`config.mk`:
```
export PLATFORM = sky130hd
export DESIGN_NAME = ecu_prep
export DESIGN_NICKNAME = d
export VERILOG_FILES = /design/src/sv/ecu_pkg.sv /design/src/sv/ecu_prep.sv
export SDC_FILE = /design/constraint.sdc
export NUM_CORES = 1
export LEC_CHECK = 0
export BUFFER_PORTS_ARGS = -buffer_cell sky130_fd_sc_hd__buf_2
export CAP_MARGIN = 0
export CORE_ASPECT_RATIO = 1.5
export CORE_MARGIN = 1.5
export CORE_UTILIZATION = 25
export CTS_BUF_LIST = sky130_fd_sc_hd__clkbuf_4 sky130_fd_sc_hd__clkbuf_8 sky130_fd_sc_hd__clkbuf_16
export DETAILED_ROUTE_END_ITERATION = 7
export PLACE_DENSITY = 0.41
export SLEW_MARGIN = 30
export SYNTH_ARGS = -nofsm -noshare
export SYNTH_HDL_FRONTEND = slang
export SYNTH_SLANG_ARGS = --single-unit
```
`constraint.sdc`:
```
create_clock -name clk -period 5.7 [get_ports clk]
set_input_delay 0.285 -clock clk [delete_from_list [all_inputs] [get_ports clk]]
set_output_delay 0.285 -clock clk [all_outputs]
set_load 0.01 [all_outputs]
```
`src/sv/ecu_pkg.sv`:
```
`timescale 1ns / 1ps
// ----------------------------------------------------------------------------
// ecu_pkg: shared types and constants of the easing curve unit
// Field widths, curve codes, Q16 coefficients, the control word that travels
// down the pipeline, and the quarter-wave sine table built at elaboration.
// ----------------------------------------------------------------------------
package ecu_pkg;

    localparam int NUM_STAGES = 7;

    localparam int KIND_W = 4;
    localparam int POS_W  = 17;
    localparam int OUT_W  = 18;
    localparam int FRAC_W = 16;

    localparam int SINE_TABLE_ENTRIES = 256;
    localparam int SINE_IDX_W         = $clog2(SINE_TABLE_ENTRIES + 1);
    localparam int SINE_SCALE_W       = FRAC_W + SINE_IDX_W;

    localparam int X2_W   = 2 * FRAC_W + 1;
    localparam int X3_W   = 3 * FRAC_W + 1;
    localparam int COEF_W = 18;
    localparam int PROD_W = X2_W + COEF_W;

    localparam logic [POS_W-1:0]  ONE_Q16 = 17'h10000;
    localparam logic [COEF_W-1:0] C1_Q16  = 18'd111515;
    localparam logic [COEF_W-1:0] C3_Q16  = 18'd177051;
    localparam logic [COEF_W-1:0] C2_Q16  = 18'd170060;
    localparam logic [COEF_W-1:0] D3_Q16  = 18'd235596;

    localparam logic signed [OUT_W-1:0] SAT_MIN = -18'sd8192;
    localparam logic signed [OUT_W-1:0] SAT_MAX = 18'sd73728;

    localparam logic [KIND_W-1:0] KIND_LINEAR      = 4'd0;
    localparam logic [KIND_W-1:0] KIND_SINE_IN     = 4'd1;
    localparam logic [KIND_W-1:0] KIND_SINE_OUT    = 4'd2;
    localparam logic [KIND_W-1:0] KIND_SINE_INOUT  = 4'd3;
    localparam logic [KIND_W-1:0] KIND_QUAD_IN     = 4'd4;
    localparam logic [KIND_W-1:0] KIND_QUAD_OUT    = 4'd5;
    localparam logic [KIND_W-1:0] KIND_QUAD_INOUT  = 4'd6;
    localparam logic [KIND_W-1:0] KIND_CUBIC_IN    = 4'd7;
    localparam logic [KIND_W-1:0] KIND_CUBIC_OUT   = 4'd8;
    localparam logic [KIND_W-1:0] KIND_CUBIC_INOUT = 4'd9;
    localparam logic [KIND_W-1:0] KIND_BACK_IN     = 4'd10;
    localparam logic [KIND_W-1:0] KIND_BACK_OUT    = 4'd11;
    localparam logic [KIND_W-1:0] KIND_BACK_INOUT  = 4'd12;

    localparam logic [2:0] CLS_LINEAR = 3'd0;
    localparam logic [2:0] CLS_SINE   = 3'd1;
    localparam logic [2:0] CLS_QUAD   = 3'd2;
    localparam logic [2:0] CLS_CUBIC  = 3'd3;
    localparam logic [2:0] CLS_BACK   = 3'd4;

    localparam logic [1:0] FORM_IN    = 2'd0;
    localparam logic [1:0] FORM_OUT   = 2'd1;
    localparam logic [1:0] FORM_INOUT = 2'd2;

    typedef struct packed {
        logic [2:0]       cls;
        logic [1:0]       form;
        logic             low;
        logic [POS_W-1:0] t;
    } ecu_ctrl_t;

    typedef logic [POS_W-1:0] sine_rom_t [0:SINE_TABLE_ENTRIES];

    localparam logic [63:0] PI_Q30    = 64'd3373259426;
    localparam logic [63:0] ANGLE_DIV = 64'(2 * SINE_TABLE_ENTRIES);
    localparam logic [63:0] TAYLOR_DIV [1:11] = '{
        64'd6, 64'd20, 64'd42, 64'd72, 64'd110, 64'd156,
        64'd210, 64'd272, 64'd342, 64'd420, 64'd506
    };

    // sin(k*pi/(2N)) in Q16 from a truncated Taylor series in Q30
    function automatic sine_rom_t build_sine_rom();
        sine_rom_t          rom;
        logic [63:0]        x;
        logic [63:0]        x2;
        logic [63:0]        term;
        logic signed [63:0] sum;
        for (int k = 0; k <= SINE_TABLE_ENTRIES; k++)
        begin
            x    = (64'(k) * PI_Q30) / ANGLE_DIV;
            x2   = (x * x) >> 30;
            term = x;
            sum  = $signed(x);
            for (int n = 1; n < 12; n++)
            begin
                term = ((term * x2) >> 30) / TAYLOR_DIV[n];
                if ((n & 1) == 1)
                begin
                    sum = sum - $signed(term);
                end
                else
                begin
                    sum = sum + $signed(term);
                end
            end
            if (sum < 0)
            begin
                sum = 64'sd0;
            end
            rom[k] = POS_W'((sum + 64'sd8192) >>> 14);
        end
        return rom;
    endfunction

    localparam sine_rom_t SINE_ROM = build_sine_rom();

endpackage

```
`src/sv/ecu_prep.sv`:
```
`timescale 1ns / 1ps
// ----------------------------------------------------------------------------
// ecu_prep: input stage
// Clamps t, decodes the curve selector, forms the power argument and the
// sine table index and fraction.
// ----------------------------------------------------------------------------
module ecu_prep (
    input  logic                           clk,
    input  logic                           en,
    input  logic [ecu_pkg::KIND_W-1:0]     kind,
    input  logic [ecu_pkg::POS_W-1:0]      position,
    output ecu_pkg::ecu_ctrl_t             ctrl,
    output logic [ecu_pkg::POS_W-1:0]      x,
    output logic [ecu_pkg::SINE_IDX_W-1:0] sine_idx,
    output logic [ecu_pkg::FRAC_W-1:0]     sine_frac
);
    import ecu_pkg::*;

    logic [POS_W-1:0]        t;
    logic [POS_W-1:0]        m;
    logic [POS_W:0]          dbl;
    logic [POS_W-1:0]        v;
    logic [POS_W-1:0]        arg;
    logic [SINE_SCALE_W-1:0] scaled;
    ecu_ctrl_t               ctrl_next;
    ecu_ctrl_t               ctrl_reg;
    logic [POS_W-1:0]        x_next;
    logic [POS_W-1:0]        x_reg;
    logic [SINE_IDX_W-1:0]   idx_reg;
    logic [FRAC_W-1:0]       frac_reg;

    always_comb
    begin
        t   = (position > ONE_Q16) ? ONE_Q16 : position;
        m   = ONE_Q16 - t;
        dbl = {t, 1'b0};
        ctrl_next.t   = t;
        ctrl_next.low = (t[POS_W-1:FRAC_W-1] == 2'b00);
        v = ctrl_next.low ? dbl[POS_W-1:0] : POS_W'({ONE_Q16, 1'b0} - dbl);

        case (kind)
            KIND_SINE_IN, KIND_SINE_OUT, KIND_SINE_INOUT:    ctrl_next.cls = CLS_SINE;
            KIND_QUAD_IN, KIND_QUAD_OUT, KIND_QUAD_INOUT:    ctrl_next.cls = CLS_QUAD;
            KIND_CUBIC_IN, KIND_CUBIC_OUT, KIND_CUBIC_INOUT: ctrl_next.cls = CLS_CUBIC;
            KIND_BACK_IN, KIND_BACK_OUT, KIND_BACK_INOUT:    ctrl_next.cls = CLS_BACK;
            default:                                         ctrl_next.cls = CLS_LINEAR;
        endcase

        case (kind)
            KIND_SINE_OUT, KIND_QUAD_OUT, KIND_CUBIC_OUT, KIND_BACK_OUT:
                ctrl_next.form = FORM_OUT;
            KIND_SINE_INOUT, KIND_QUAD_INOUT, KIND_CUBIC_INOUT, KIND_BACK_INOUT:
                ctrl_next.form = FORM_INOUT;
            default:
                ctrl_next.form = FORM_IN;
        endcase

        case (ctrl_next.form)
            FORM_OUT:
            begin
                x_next = m;
                arg    = t;
            end
            FORM_INOUT:
            begin
                x_next = v;
                arg    = ONE_Q16 - v;
            end
            default:
            begin
                x_next = t;
                arg    = m;
            end
        endcase

        scaled = SINE_SCALE_W'(arg) * SINE_SCALE_W'(SINE_TABLE_ENTRIES);
    end

    always_ff @(posedge clk)
    begin
        if (en)
        begin
            ctrl_reg <= ctrl_next;
            x_reg    <= x_next;
            idx_reg  <= scaled[SINE_SCALE_W-1:FRAC_W];
            frac_reg <= scaled[FRAC_W-1:0];
        end
    end

    assign ctrl      = ctrl_reg;
    assign x         = x_reg;
    assign sine_idx  = idx_reg;
    assign sine_frac = frac_reg;

endmodule

```
==> summary.txt <==
Run status
  – Outcome: finished clean

GRT
  – Vias in the first global route: 3,629
  – Tot GR Track Use: between 15 and 20%
  – Largest net degree at the start of global routing: 57
  – Global-route wire length before repair: just over 20,000 um
  – Initial antenna violation count: 0
  – Overflow after GRT: 0

Yosys
  – Fraction of the yosys area taken by sequential cells: 42.9%
  – Mapped Avg Cell Area: between 9 and 10 um2
  – Post-Synthesis Cell Area: 3920 um2
  – Most frequent cell after synthesis: edfxtp_1
  – Largest area contributor in the netlist: edfxtp_1
  – FFs w/ async S/R, synth: 0%
  – Synth cell count leaders: 56 x edfxtp_1, 37 x nor2_1, 35 x nand2_1, 34 x o21ai_0, 33 x clkbuf_1
  – Post-synthesis cell type count: 60
  – Synth Instances: 432
  – Register bit total from synthesis: 56
  – Synth Flop Type: edfxtp_1
  – Yosys top cell area share: 42.9%
  – Synth top area cells: edfxtp_1 43%, o21ai_0 4.3%, a21oi_1 3.7%
  – Syn. warnings: 0
  – EDFF count, synth: 56

Route
  – Antenna Nets Post-Route: 0
  – WL final: 13,200 um
  – Iter 0 DRT Violations: 311
  – Drt wl/cell: ~19 um
  – Vias post-DR: ~3,600
  – Drt first pass iters: 7
  – Vias per cell: 5.20
  – DRC: 0

Worst setup path
  – Worst-path maximum fanout: 20
  – Critical path required time: 5730 ps
  – CP Buf/Inv Count: 1
  – Setup crit end kind: register
  – Setup crit start kind: input port
  – Crit Path Class: input port to register
  – Cell family with most CP delay: compound AO/OA/AOI/OAI gates
  – CP Cell Sequence: buf_2, nor3_1, nand3_1, o21ai_0, nand2_1, ha_1, nor4b_2, a221oi_1, nor3_1, o21ai_0, nor2_1, xor2_1, o22ai_1
  – CP max-delay cell: o21ai_0
  – Slowest stage delay, CP: between 800 and 900 ps
  – Worst setup path start: position[2]
  – Data arrival, critical path: 4640 ps

CTS
  – Max Root-Sink Buffers: 2
  – Clock root buffer: clkbuf_16
  – CTS H-tree depth: 2
  – Cts repair resizes: 0
  – Cts-stage hold buffer count: 0
  – CTS Buf Count: 5
  – Post-CTS Setup Bufs: 0
  – Clk pin slew, worst setup/hold paths: 80 ps
  – CTS tree: built
  – CTS sink cnt: 56

Power
  – Maximum VDD drop: 0.116 mV
  – Leak: around 1.8 nW
  – Power Dens Cells: 256 nW/um2

Worst hold path
  – Hold WC Path Type: input port to register
  – Worst hold path startpoint: kind[2]
  – Hold Crit Endpoint: ctrl[20]
  – Hold path cells: 2

Cells and area
  – Share of cells above drive strength 1: between 20% and 30%
  – Final nets: about 520
  – Largest register FFs: 23
  – Antenna diode count: 0
  – Final Core Density: 30.2%
  – P&R area growth vs syn: 17.2%

Die
  – Die Wd: approximately 110 um
  – Die Area: 16,500 um2
  – Rows: 55
  – Starting Density: between 20% and 30%
  – Die H: ~160 um
  – # IOs: between 80 and 90
  – Area of the core: ~15,000 um2

Placed design
  – GPL Wtd Cong: 0.942
  – Post-DP HPWL: slightly below 10,000 um
  – PortBufs: 79

Timing
  – Tcrit/Tclk final: between 80% and 90%
  – Setup-failing EPs final: 0
  – TNS Setup: 0 ps
  – Final hold vios: 0
  – Tmin final: between 4000 and 5000 ps
  – Relative slew slack: a little under a third
  – RSZ-0062 raised after global routing: no
  – Fmax: 0.217 GHz
  – Final Max Tran Viols: 0
  – Slew at the pin with the worst max-slew slack: slightly above 1000 ps

Run
  – Maxcap violations: 0
==> area by class of cell <==
cell class	instances	area (um2)
tap	199	249
multi-input combinational	319	2000
clock inverter	2	11.3
clock buffer	6	133
timing repair buffer	86	448
sequential	56	1680
inverter	20	75.1
fill	1644	10600
==> how the worst max path moves through the flow <==
stage,end,depth (start not counted)
global placement,sine_idx[7],14
global route,sine_frac[15],13
finish,sine_frac[15],13
CTS,sine_idx[8],14
detailed placement,sine_idx[8],14
floorplan,sine_idx[8],16
==> cells in the final DEF, fill, tap and decap left out, types with 3 or more instances in the layout <==
master	n
a22oi_1	14
mux2i_1	4
nor3_1	21
a21o_1	6
clkbuf_16	5
or4_1	3
nand2b_1	3
and3_1	5
edfxtp_1	56
nand4_1	3
nand2_1	35
nand3_1	7
a32oi_1	4
ha_1	7
nor2_1	37
nor2b_1	13
nand3b_1	3
and2_1	5
xor2_1	10
o22ai_1	3
or3_1	3
buf_2	79
o211ai_1	3
conb_1	8
a21oi_1	29
o21ai_0	34
xnor2_1	14
inv_1	19
nor4_2	4
a221oi_1	4
buf_4	7
==> layer usage <==
layer | track usage (%) | wire, um | vias to the layer above
met5 | 0 | 0 | -
met4 | 8.74 | 581 | 0
met3 | 2.46 | 670 | 35
met2 | 29.3 | 6920 | 146
met1 | 18.6 | 4990 | 1709
li1 | - | - | 1691
==> cell families after synthesis <==
kind of cell / synth area share (%)
AO/OA/AOI/OAI: 21.1
other: 0.0956
adder cells (fa/ha/maj): 2.23
XOR/XNOR: 5.36
multiplexers: 1.59
flip-flops: 42.9
buffers and inverters: 7.02
AND/OR/NAND/NOR: 19.8
==> stage by stage <==
| step | cell area (um2) | power (mW) | instances | setup WS, ps | hold slack (ps) |
|---|---|---|---|---|---|
| floorplan | 3950 | 0.743 | 439 | 1680 | 397 |
| global placement | 4450 | 0.866 | 680 | 862 | 676 |
| detailed placement | 4450 | 0.869 | 680 | 868 | 687 |
| CTS | 4600 | 1.19 | 688 | 1180 | 367 |
| global route | 4600 | 1.24 | 688 | 682 | 392 |
| finish | 4600 | 1.18 | 688 | 1090 | 368 |
==> power by group <==
| group | internal [mW] | leakage [nW] | switching, mW |
|---|---|---|---|
| Combinational | 0.115 | 1.18 | 0.221 |
| Clock | 0.167 | 0.0679 | 0.152 |
| Sequential | 0.511 | 0.541 | 0.0106 |
| Total | 0.793 | 1.79 | 0.383 |
No activity file was read; power rests on OpenSTA's default activity.
