==> src/sv/ecu_pkg.sv <==
`timescale 1ns / 1ps
// ----------------------------------------------------------------------------
// ecu_pkg: shared types and constants of the easing curve unit
// Field widths, curve codes, Q16 coefficients, the control word that travels
// down the pipeline, and the quarter-wave sine table built at elaboration.
// ----------------------------------------------------------------------------
package ecu_pkg;

    localparam int NUM_STAGES = 7;

    localparam int KIND_W = 4;
    localparam int POS_W  = 17;
    localparam int OUT_W  = 18;
    localparam int FRAC_W = 16;

    localparam int SINE_TABLE_ENTRIES = 256;
    localparam int SINE_IDX_W         = $clog2(SINE_TABLE_ENTRIES + 1);
    localparam int SINE_SCALE_W       = FRAC_W + SINE_IDX_W;

    localparam int X2_W   = 2 * FRAC_W + 1;
    localparam int X3_W   = 3 * FRAC_W + 1;
    localparam int COEF_W = 18;
    localparam int PROD_W = X2_W + COEF_W;

    localparam logic [POS_W-1:0]  ONE_Q16 = 17'h10000;
    localparam logic [COEF_W-1:0] C1_Q16  = 18'd111515;
    localparam logic [COEF_W-1:0] C3_Q16  = 18'd177051;
    localparam logic [COEF_W-1:0] C2_Q16  = 18'd170060;
    localparam logic [COEF_W-1:0] D3_Q16  = 18'd235596;

    localparam logic signed [OUT_W-1:0] SAT_MIN = -18'sd8192;
    localparam logic signed [OUT_W-1:0] SAT_MAX = 18'sd73728;

    localparam logic [KIND_W-1:0] KIND_LINEAR      = 4'd0;
    localparam logic [KIND_W-1:0] KIND_SINE_IN     = 4'd1;
    localparam logic [KIND_W-1:0] KIND_SINE_OUT    = 4'd2;
    localparam logic [KIND_W-1:0] KIND_SINE_INOUT  = 4'd3;
    localparam logic [KIND_W-1:0] KIND_QUAD_IN     = 4'd4;
    localparam logic [KIND_W-1:0] KIND_QUAD_OUT    = 4'd5;
    localparam logic [KIND_W-1:0] KIND_QUAD_INOUT  = 4'd6;
    localparam logic [KIND_W-1:0] KIND_CUBIC_IN    = 4'd7;
    localparam logic [KIND_W-1:0] KIND_CUBIC_OUT   = 4'd8;
    localparam logic [KIND_W-1:0] KIND_CUBIC_INOUT = 4'd9;
    localparam logic [KIND_W-1:0] KIND_BACK_IN     = 4'd10;
    localparam logic [KIND_W-1:0] KIND_BACK_OUT    = 4'd11;
    localparam logic [KIND_W-1:0] KIND_BACK_INOUT  = 4'd12;

    localparam logic [2:0] CLS_LINEAR = 3'd0;
    localparam logic [2:0] CLS_SINE   = 3'd1;
    localparam logic [2:0] CLS_QUAD   = 3'd2;
    localparam logic [2:0] CLS_CUBIC  = 3'd3;
    localparam logic [2:0] CLS_BACK   = 3'd4;

    localparam logic [1:0] FORM_IN    = 2'd0;
    localparam logic [1:0] FORM_OUT   = 2'd1;
    localparam logic [1:0] FORM_INOUT = 2'd2;

    typedef struct packed {
        logic [2:0]       cls;
        logic [1:0]       form;
        logic             low;
        logic [POS_W-1:0] t;
    } ecu_ctrl_t;

    typedef logic [POS_W-1:0] sine_rom_t [0:SINE_TABLE_ENTRIES];

    localparam logic [63:0] PI_Q30    = 64'd3373259426;
    localparam logic [63:0] ANGLE_DIV = 64'(2 * SINE_TABLE_ENTRIES);
    localparam logic [63:0] TAYLOR_DIV [1:11] = '{
        64'd6, 64'd20, 64'd42, 64'd72, 64'd110, 64'd156,
        64'd210, 64'd272, 64'd342, 64'd420, 64'd506
    };

    // sin(k*pi/(2N)) in Q16 from a truncated Taylor series in Q30
    function automatic sine_rom_t build_sine_rom();
        sine_rom_t          rom;
        logic [63:0]        x;
        logic [63:0]        x2;
        logic [63:0]        term;
        logic signed [63:0] sum;
        for (int k = 0; k <= SINE_TABLE_ENTRIES; k++)
        begin
            x    = (64'(k) * PI_Q30) / ANGLE_DIV;
            x2   = (x * x) >> 30;
            term = x;
            sum  = $signed(x);
            for (int n = 1; n < 12; n++)
            begin
                term = ((term * x2) >> 30) / TAYLOR_DIV[n];
                if ((n & 1) == 1)
                begin
                    sum = sum - $signed(term);
                end
                else
                begin
                    sum = sum + $signed(term);
                end
            end
            if (sum < 0)
            begin
                sum = 64'sd0;
            end
            rom[k] = POS_W'((sum + 64'sd8192) >>> 14);
        end
        return rom;
    endfunction

    localparam sine_rom_t SINE_ROM = build_sine_rom();

endpackage

==> src/sv/ecu_power.sv <==
`timescale 1ns / 1ps
// ----------------------------------------------------------------------------
// ecu_power: quadratic, cubic and back polynomial path
// Square, cube, rounding to Q16, coefficient products, rounded difference.
// ----------------------------------------------------------------------------
module ecu_power (
    input  logic                             clk,
    input  logic [ecu_pkg::NUM_STAGES:1]     en,
    input  logic [ecu_pkg::POS_W-1:0]        x,
    input  ecu_pkg::ecu_ctrl_t               ctrl_s3,
    input  ecu_pkg::ecu_ctrl_t               ctrl_s4,
    input  ecu_pkg::ecu_ctrl_t               ctrl_s5,
    output logic signed [ecu_pkg::OUT_W-1:0] power_val
);
    import ecu_pkg::*;

    localparam int SQ_EXT_W = X2_W + 1;
    localparam int BD_W     = PROD_W + 1;
    localparam logic signed [BD_W-1:0] HALF_LO = BD_W'(64'sd2147483648);
    localparam logic signed [BD_W-1:0] HALF_HI = BD_W'(64'sd4294967296);

    logic [POS_W-1:0]        x_s2_reg;
    logic [X2_W-1:0]         sq_next;
    logic [X2_W-1:0]         sq_s2_reg;
    logic [X3_W-1:0]         cube_next;
    logic [X3_W-1:0]         cube_s3_reg;
    logic [X2_W-1:0]         sq_s3_reg;
    logic [SQ_EXT_W-1:0]     sq_ext;
    logic                    inout_s3;
    logic [POS_W-1:0]        quad_rnd;
    logic [POS_W-1:0]        cube_rnd;
    logic [POS_W-1:0]        sel_next;
    logic [X2_W-1:0]         x3_next;
    logic [POS_W-1:0]        sel_s4_reg;
    logic [X2_W-1:0]         x3_s4_reg;
    logic [X2_W-1:0]         sq_s4_reg;
    logic                    inout_s4;
    logic [COEF_W-1:0]       coef_a;
    logic [COEF_W-1:0]       coef_b;
    logic [PROD_W-1:0]       pa_next;
    logic [PROD_W-1:0]       pb_next;
    logic [PROD_W-1:0]       pa_s5_reg;
    logic [PROD_W-1:0]       pb_s5_reg;
    logic [POS_W-1:0]        sel_s5_reg;
    logic signed [BD_W-1:0]  diff;
    logic signed [BD_W-1:0]  rnd;
    logic signed [OUT_W-1:0] val_next;
    logic signed [OUT_W-1:0] val_s6_reg;

    always_comb
    begin
        sq_next   = X2_W'(x) * X2_W'(x);
        cube_next = X3_W'(sq_s2_reg) * X3_W'(x_s2_reg);

        inout_s3 = (ctrl_s3.form == FORM_INOUT);
        sq_ext   = {1'b0, sq_s3_reg};
        quad_rnd = inout_s3 ? POS_W'((sq_ext + SQ_EXT_W'(65536)) >> 17)
                            : POS_W'((sq_ext + SQ_EXT_W'(32768)) >> 16);
        cube_rnd = inout_s3 ? POS_W'((cube_s3_reg + X3_W'(64'd4294967296)) >> 33)
                            : POS_W'((cube_s3_reg + X3_W'(64'd2147483648)) >> 32);
        sel_next = (ctrl_s3.cls == CLS_QUAD) ? quad_rnd : cube_rnd;
        x3_next  = X2_W'((cube_s3_reg + X3_W'(32768)) >> 16);

        inout_s4 = (ctrl_s4.form == FORM_INOUT);
        coef_a   = inout_s4 ? D3_Q16 : C3_Q16;
        coef_b   = inout_s4 ? C2_Q16 : C1_Q16;
        pa_next  = PROD_W'(x3_s4_reg) * PROD_W'(coef_a);
        pb_next  = PROD_W'(sq_s4_reg) * PROD_W'(coef_b);

        diff = $signed({1'b0, pa_s5_reg}) - $signed({1'b0, pb_s5_reg});
        rnd  = (ctrl_s5.form == FORM_INOUT) ? ((diff + HALF_HI) >>> 33)
                                             : ((diff + HALF_LO) >>> 32);
        val_next = (ctrl_s5.cls == CLS_BACK) ? OUT_W'(rnd) : $signed({1'b0, sel_s5_reg});
    end

    always_ff @(posedge clk)
    begin
        if (en[2])
        begin
            x_s2_reg  <= x;
            sq_s2_reg <= sq_next;
        end
        if (en[3])
        begin
            cube_s3_reg <= cube_next;
            sq_s3_reg   <= sq_s2_reg;
        end
        if (en[4])
        begin
            sel_s4_reg <= sel_next;
            x3_s4_reg  <= x3_next;
            sq_s4_reg  <= sq_s3_reg;
        end
        if (en[5])
        begin
            pa_s5_reg  <= pa_next;
            pb_s5_reg  <= pb_next;
            sel_s5_reg <= sel_s4_reg;
        end
        if (en[6])
        begin
            val_s6_reg <= val_next;
        end
    end

    assign power_val = val_s6_reg;

endmodule

==> config.mk <==
export PLATFORM = sky130hd
export DESIGN_NAME = ecu_power
export DESIGN_NICKNAME = d
export VERILOG_FILES = /design/src/sv/ecu_pkg.sv /design/src/sv/ecu_power.sv
export SDC_FILE = /design/constraint.sdc
export NUM_CORES = 2
export LEC_CHECK = 0
export BUFFER_PORTS_ARGS = -buffer_cell sky130_fd_sc_hd__clkbuf_2
export CORE_AREA = 4 4 447 449
export CTS_CLUSTER_SIZE = 28
export DETAILED_ROUTE_END_ITERATION = 16
export DIE_AREA = 0 0 451 453
export HOLD_SLACK_MARGIN = 0.1
export PLACE_DENSITY_LB_ADDON = 0.25
export SETUP_SLACK_MARGIN = 0.05
export SKIP_CTS_REPAIR_TIMING = 1
export SLEW_MARGIN = 0
export SYNTH_ARGS = -nofsm -noshare
export SYNTH_HDL_FRONTEND = slang
export SYNTH_SLANG_ARGS = --single-unit
export TNS_END_PERCENT = 30
==> constraint.sdc <==
create_clock -name clk -period 8.3 [get_ports clk]
set_input_delay 0.415 -clock clk [delete_from_list [all_inputs] [get_ports clk]]
set_output_delay 0.415 -clock clk [all_outputs]
set_load 0.05 [all_outputs]
==> results.json <==
{
  "placed_cells": 9800,
  "post-dp-hpwl_um": 153000,
  "clock_sinks": 333,
  "post-route-drc-count": 0,
  "synth_cell_type_count": 93,
  "rows": 163,
  "grt.total_usage": 0.175,
  "clock_skew_ps": 24.9,
  "finalMaxSlewViolations": 0,
  "hold_depth": 1,
  "vias": 46300,
  "async_reset_ff_frac": 0,
  "yosysTopAreaCell": "fa_1",
  "cts_buffers": 43,
  "worst_pin_slew_ps": 1240,
  "cpMostUsedCell": "fa_1",
  "initial_core_util": 0.348,
  "outcome": "completed",
  "cp_slowest_cell": "edfxtp_1",
  "via_per_inst": 4.69,
  "fp.dieH_um": 453,
  "path_buf_inv": 2,
  "cp-start-kind": "register",
  "syn_area_per_cell_um2": 9.50,
  "ys_top_cells_by_area": "fa_1 39%, edfxtp_1 15%, ha_1 13%, inv_1 11%, nand2_1 4.3%",
  "drtPass1Iterations": 6,
  "grt_pass1_wl_um": 282000,
  "crit_family": "adder cells",
  "insertion_delay_ps": 610,
  "synth-edff-count": 333,
  "dieArea_um2": 204000,
  "path_depth": 22,
  "arrival_ps": 7850,
  "synth.cell_area_um2": 68300,
  "clock-root-buffer": "clkbuf_16",
  "crit_fanout": 11,
  "synth_top_area_frac": 0.387,
  "final_area_um2": 73300,
  "drive_gt1_frac": 0.0394,
  "period_minus_slack_ps": 7500,
  "fin_nets": 9322,
  "wire_per_inst_um": 17.8,
  "place_area_um2": 72000,
  "ys.flop_type": "edfxtp_1",
  "fin_crit_sh": 0.904,
  "rr_worst_depth": 22,
  "tritoncts": "built",
  "synthCells": 7191,
  "ys_ff_latch": 333,
  "post-synth-top-count-cell": "inv_1",
  "setup_violations": 0,
  "grt_pass1_vias": 49700,
  "coreArea_um2": 196000,
  "syn_to_final_growth_pct": 7.36,
  "cts.clk_slew.worst_paths_ps": 60,
  "cts_buffer_depth": 3,
  "drt_iter0_drc": 2565,
  "critPathCaptureType": "register",
  "max_freq_mhz": 133,
  "max_slew_margin": 0.158,
  "portBuffers": 52,
  "yosys-top-cells-count": "1986 x inv_1, 1322 x fa_1, 786 x nand2_1",
  "grt_antenna_before_repair": 8,
  "synth_seq_area_share": 0.146,
  "synth_warnings": 0,
  "rsz0062_at_grt": "false",
  "drv_cap": 0,
  "drtAntennaViolNets": 0,
  "criticalPathCategory": "reg -> reg",
  "grt.overflow.total": 0,
  "drt_wl_total_um": 176000,
  "die_width_um": 451,
  "io-pin-count": 112,
  "cts-htree-levels": 2,
  "antenna_cells": 0,
  "utilization": 0.374,
  "grt_start_max_net_pins": 67,
  "stdcell_count": 9877,
  "worstPathRequired_ps": 8650,
  "place_congestion": 0.906,
  "cp_slowest_stage_delay_ps": 620,
  "min_path_type": "in -> reg",
  "hold_viol_final": 0,
  "path_cells": "and2_1, fa_1, inv_1, fa_1, fa_1, inv_1, fa_1, fa_1, fa_1, ha_1, a21o_1, a21o_1, a221o_1, o211ai_2, a21boi_1, a41o_1, a221o_1, a221oi_4, o21ai_2, a211o_1, a21oi_2, xnor2_1",
  "fin_tns_setup_ps": 0
}
-- metal layers --
layer	vias to the layer above	GRT usage	share of wire
met1	23400	0.249	0.47
met5	-	0	0
met4	0	0.0456	0.028
li1	21800	-	-
met3	201	0.0160	0.042
met2	978	0.287	0.46
-- worst paths after layout --
path | start | end | slack (ps)
min | en[5] | pa_s5_reg[16] | 230
max | sq_s2_reg[7] | cube_s3_reg[45] | 800
max reg2reg | sq_s2_reg[7] | cube_s3_reg[45] | 800
min reg2reg | sq_s3_reg[2] | sq_s4_reg[2] | 420
-- logic make-up after synthesis --
logic type      Yosys count  synth area share
mux                      12           0.00179
fa+ha+maj              2023             0.516
xor+xnor                252            0.0323
simple gates           1598             0.110
compound gates          728            0.0705
buf+inv                2243             0.123
other cells               2          0.000110
flops                   333             0.146
-- per-stage QoR --
stage / setup slack, ps / hold slack (ps)
after floorplan: 1210 / 400
after global placement: 421 / 403
after detailed placement: 401 / 405
after CTS: 744 / 184
after global routing: 454 / 215
final: 800 / 232
-- area by class of cell --
type,count,area [um^2]
Clock buffer,45,1080
Clock inverter,32,305
Fill cell,19800,123000
Inverter,1986,7450
Multi-Input combinational cell,4697,50200
Sequential cell,333,10000
Tap cell,2640,3300
Timing Repair Buffer,144,981
-- worst reg2reg max path, stage by stage, from the launching register on --
cell	delay [ps]
edfxtp_1	620
and2_1	290
fa_1	500
inv_1	50
fa_1	480
fa_1	520
inv_1	50
fa_1	560
fa_1	430
fa_1	450
ha_1	310
a21o_1	180
a21o_1	160
a221o_1	380
o211ai_2	180
a21boi_1	140
a41o_1	330
a221o_1	440
a221oi_4	450
o21ai_2	140
a211o_1	360
a21oi_2	160
xnor2_1	80
-- cell usage in the layout, fill, tap and decap left out, types with 7 or more instances in the layout --
cell type | synthesis | final
a211oi_1 | 20 | 20
a21boi_0 | 17 | 17
a21o_1 | 101 | 101
a21oi_1 | 221 | 221
a31o_2 | 14 | 14
a31oi_1 | 38 | 38
and2_1 | 267 | 267
and3_1 | 48 | 48
buf_4 | 0 | 92
clkbuf_16 | 0 | 43
clkbuf_2 | 3 | 49
clkinv_1 | 0 | 10
conb_1 | 2 | 84
edfxtp_1 | 333 | 333
fa_1 | 1322 | 1322
ha_1 | 701 | 701
inv_1 | 1986 | 1986
inv_6 | 0 | 7
mux2i_1 | 10 | 10
nand2_1 | 786 | 786
nand2b_1 | 42 | 40
nand3_1 | 95 | 95
nand3b_1 | 8 | 8
nand4_1 | 34 | 34
nor2_1 | 173 | 173
nor2b_1 | 40 | 37
nor3_1 | 46 | 46
o211ai_1 | 33 | 33
o21a_1 | 31 | 31
o21ai_0 | 130 | 130
o21bai_1 | 14 | 14
o31ai_1 | 16 | 16
or2_2 | 14 | 14
or3_1 | 13 | 13
xnor2_1 | 168 | 168
xor2_1 | 84 | 84
Power is not shown: default switching activity piles up to over one toggle a cycle in this logic, so the estimate is an artifact.
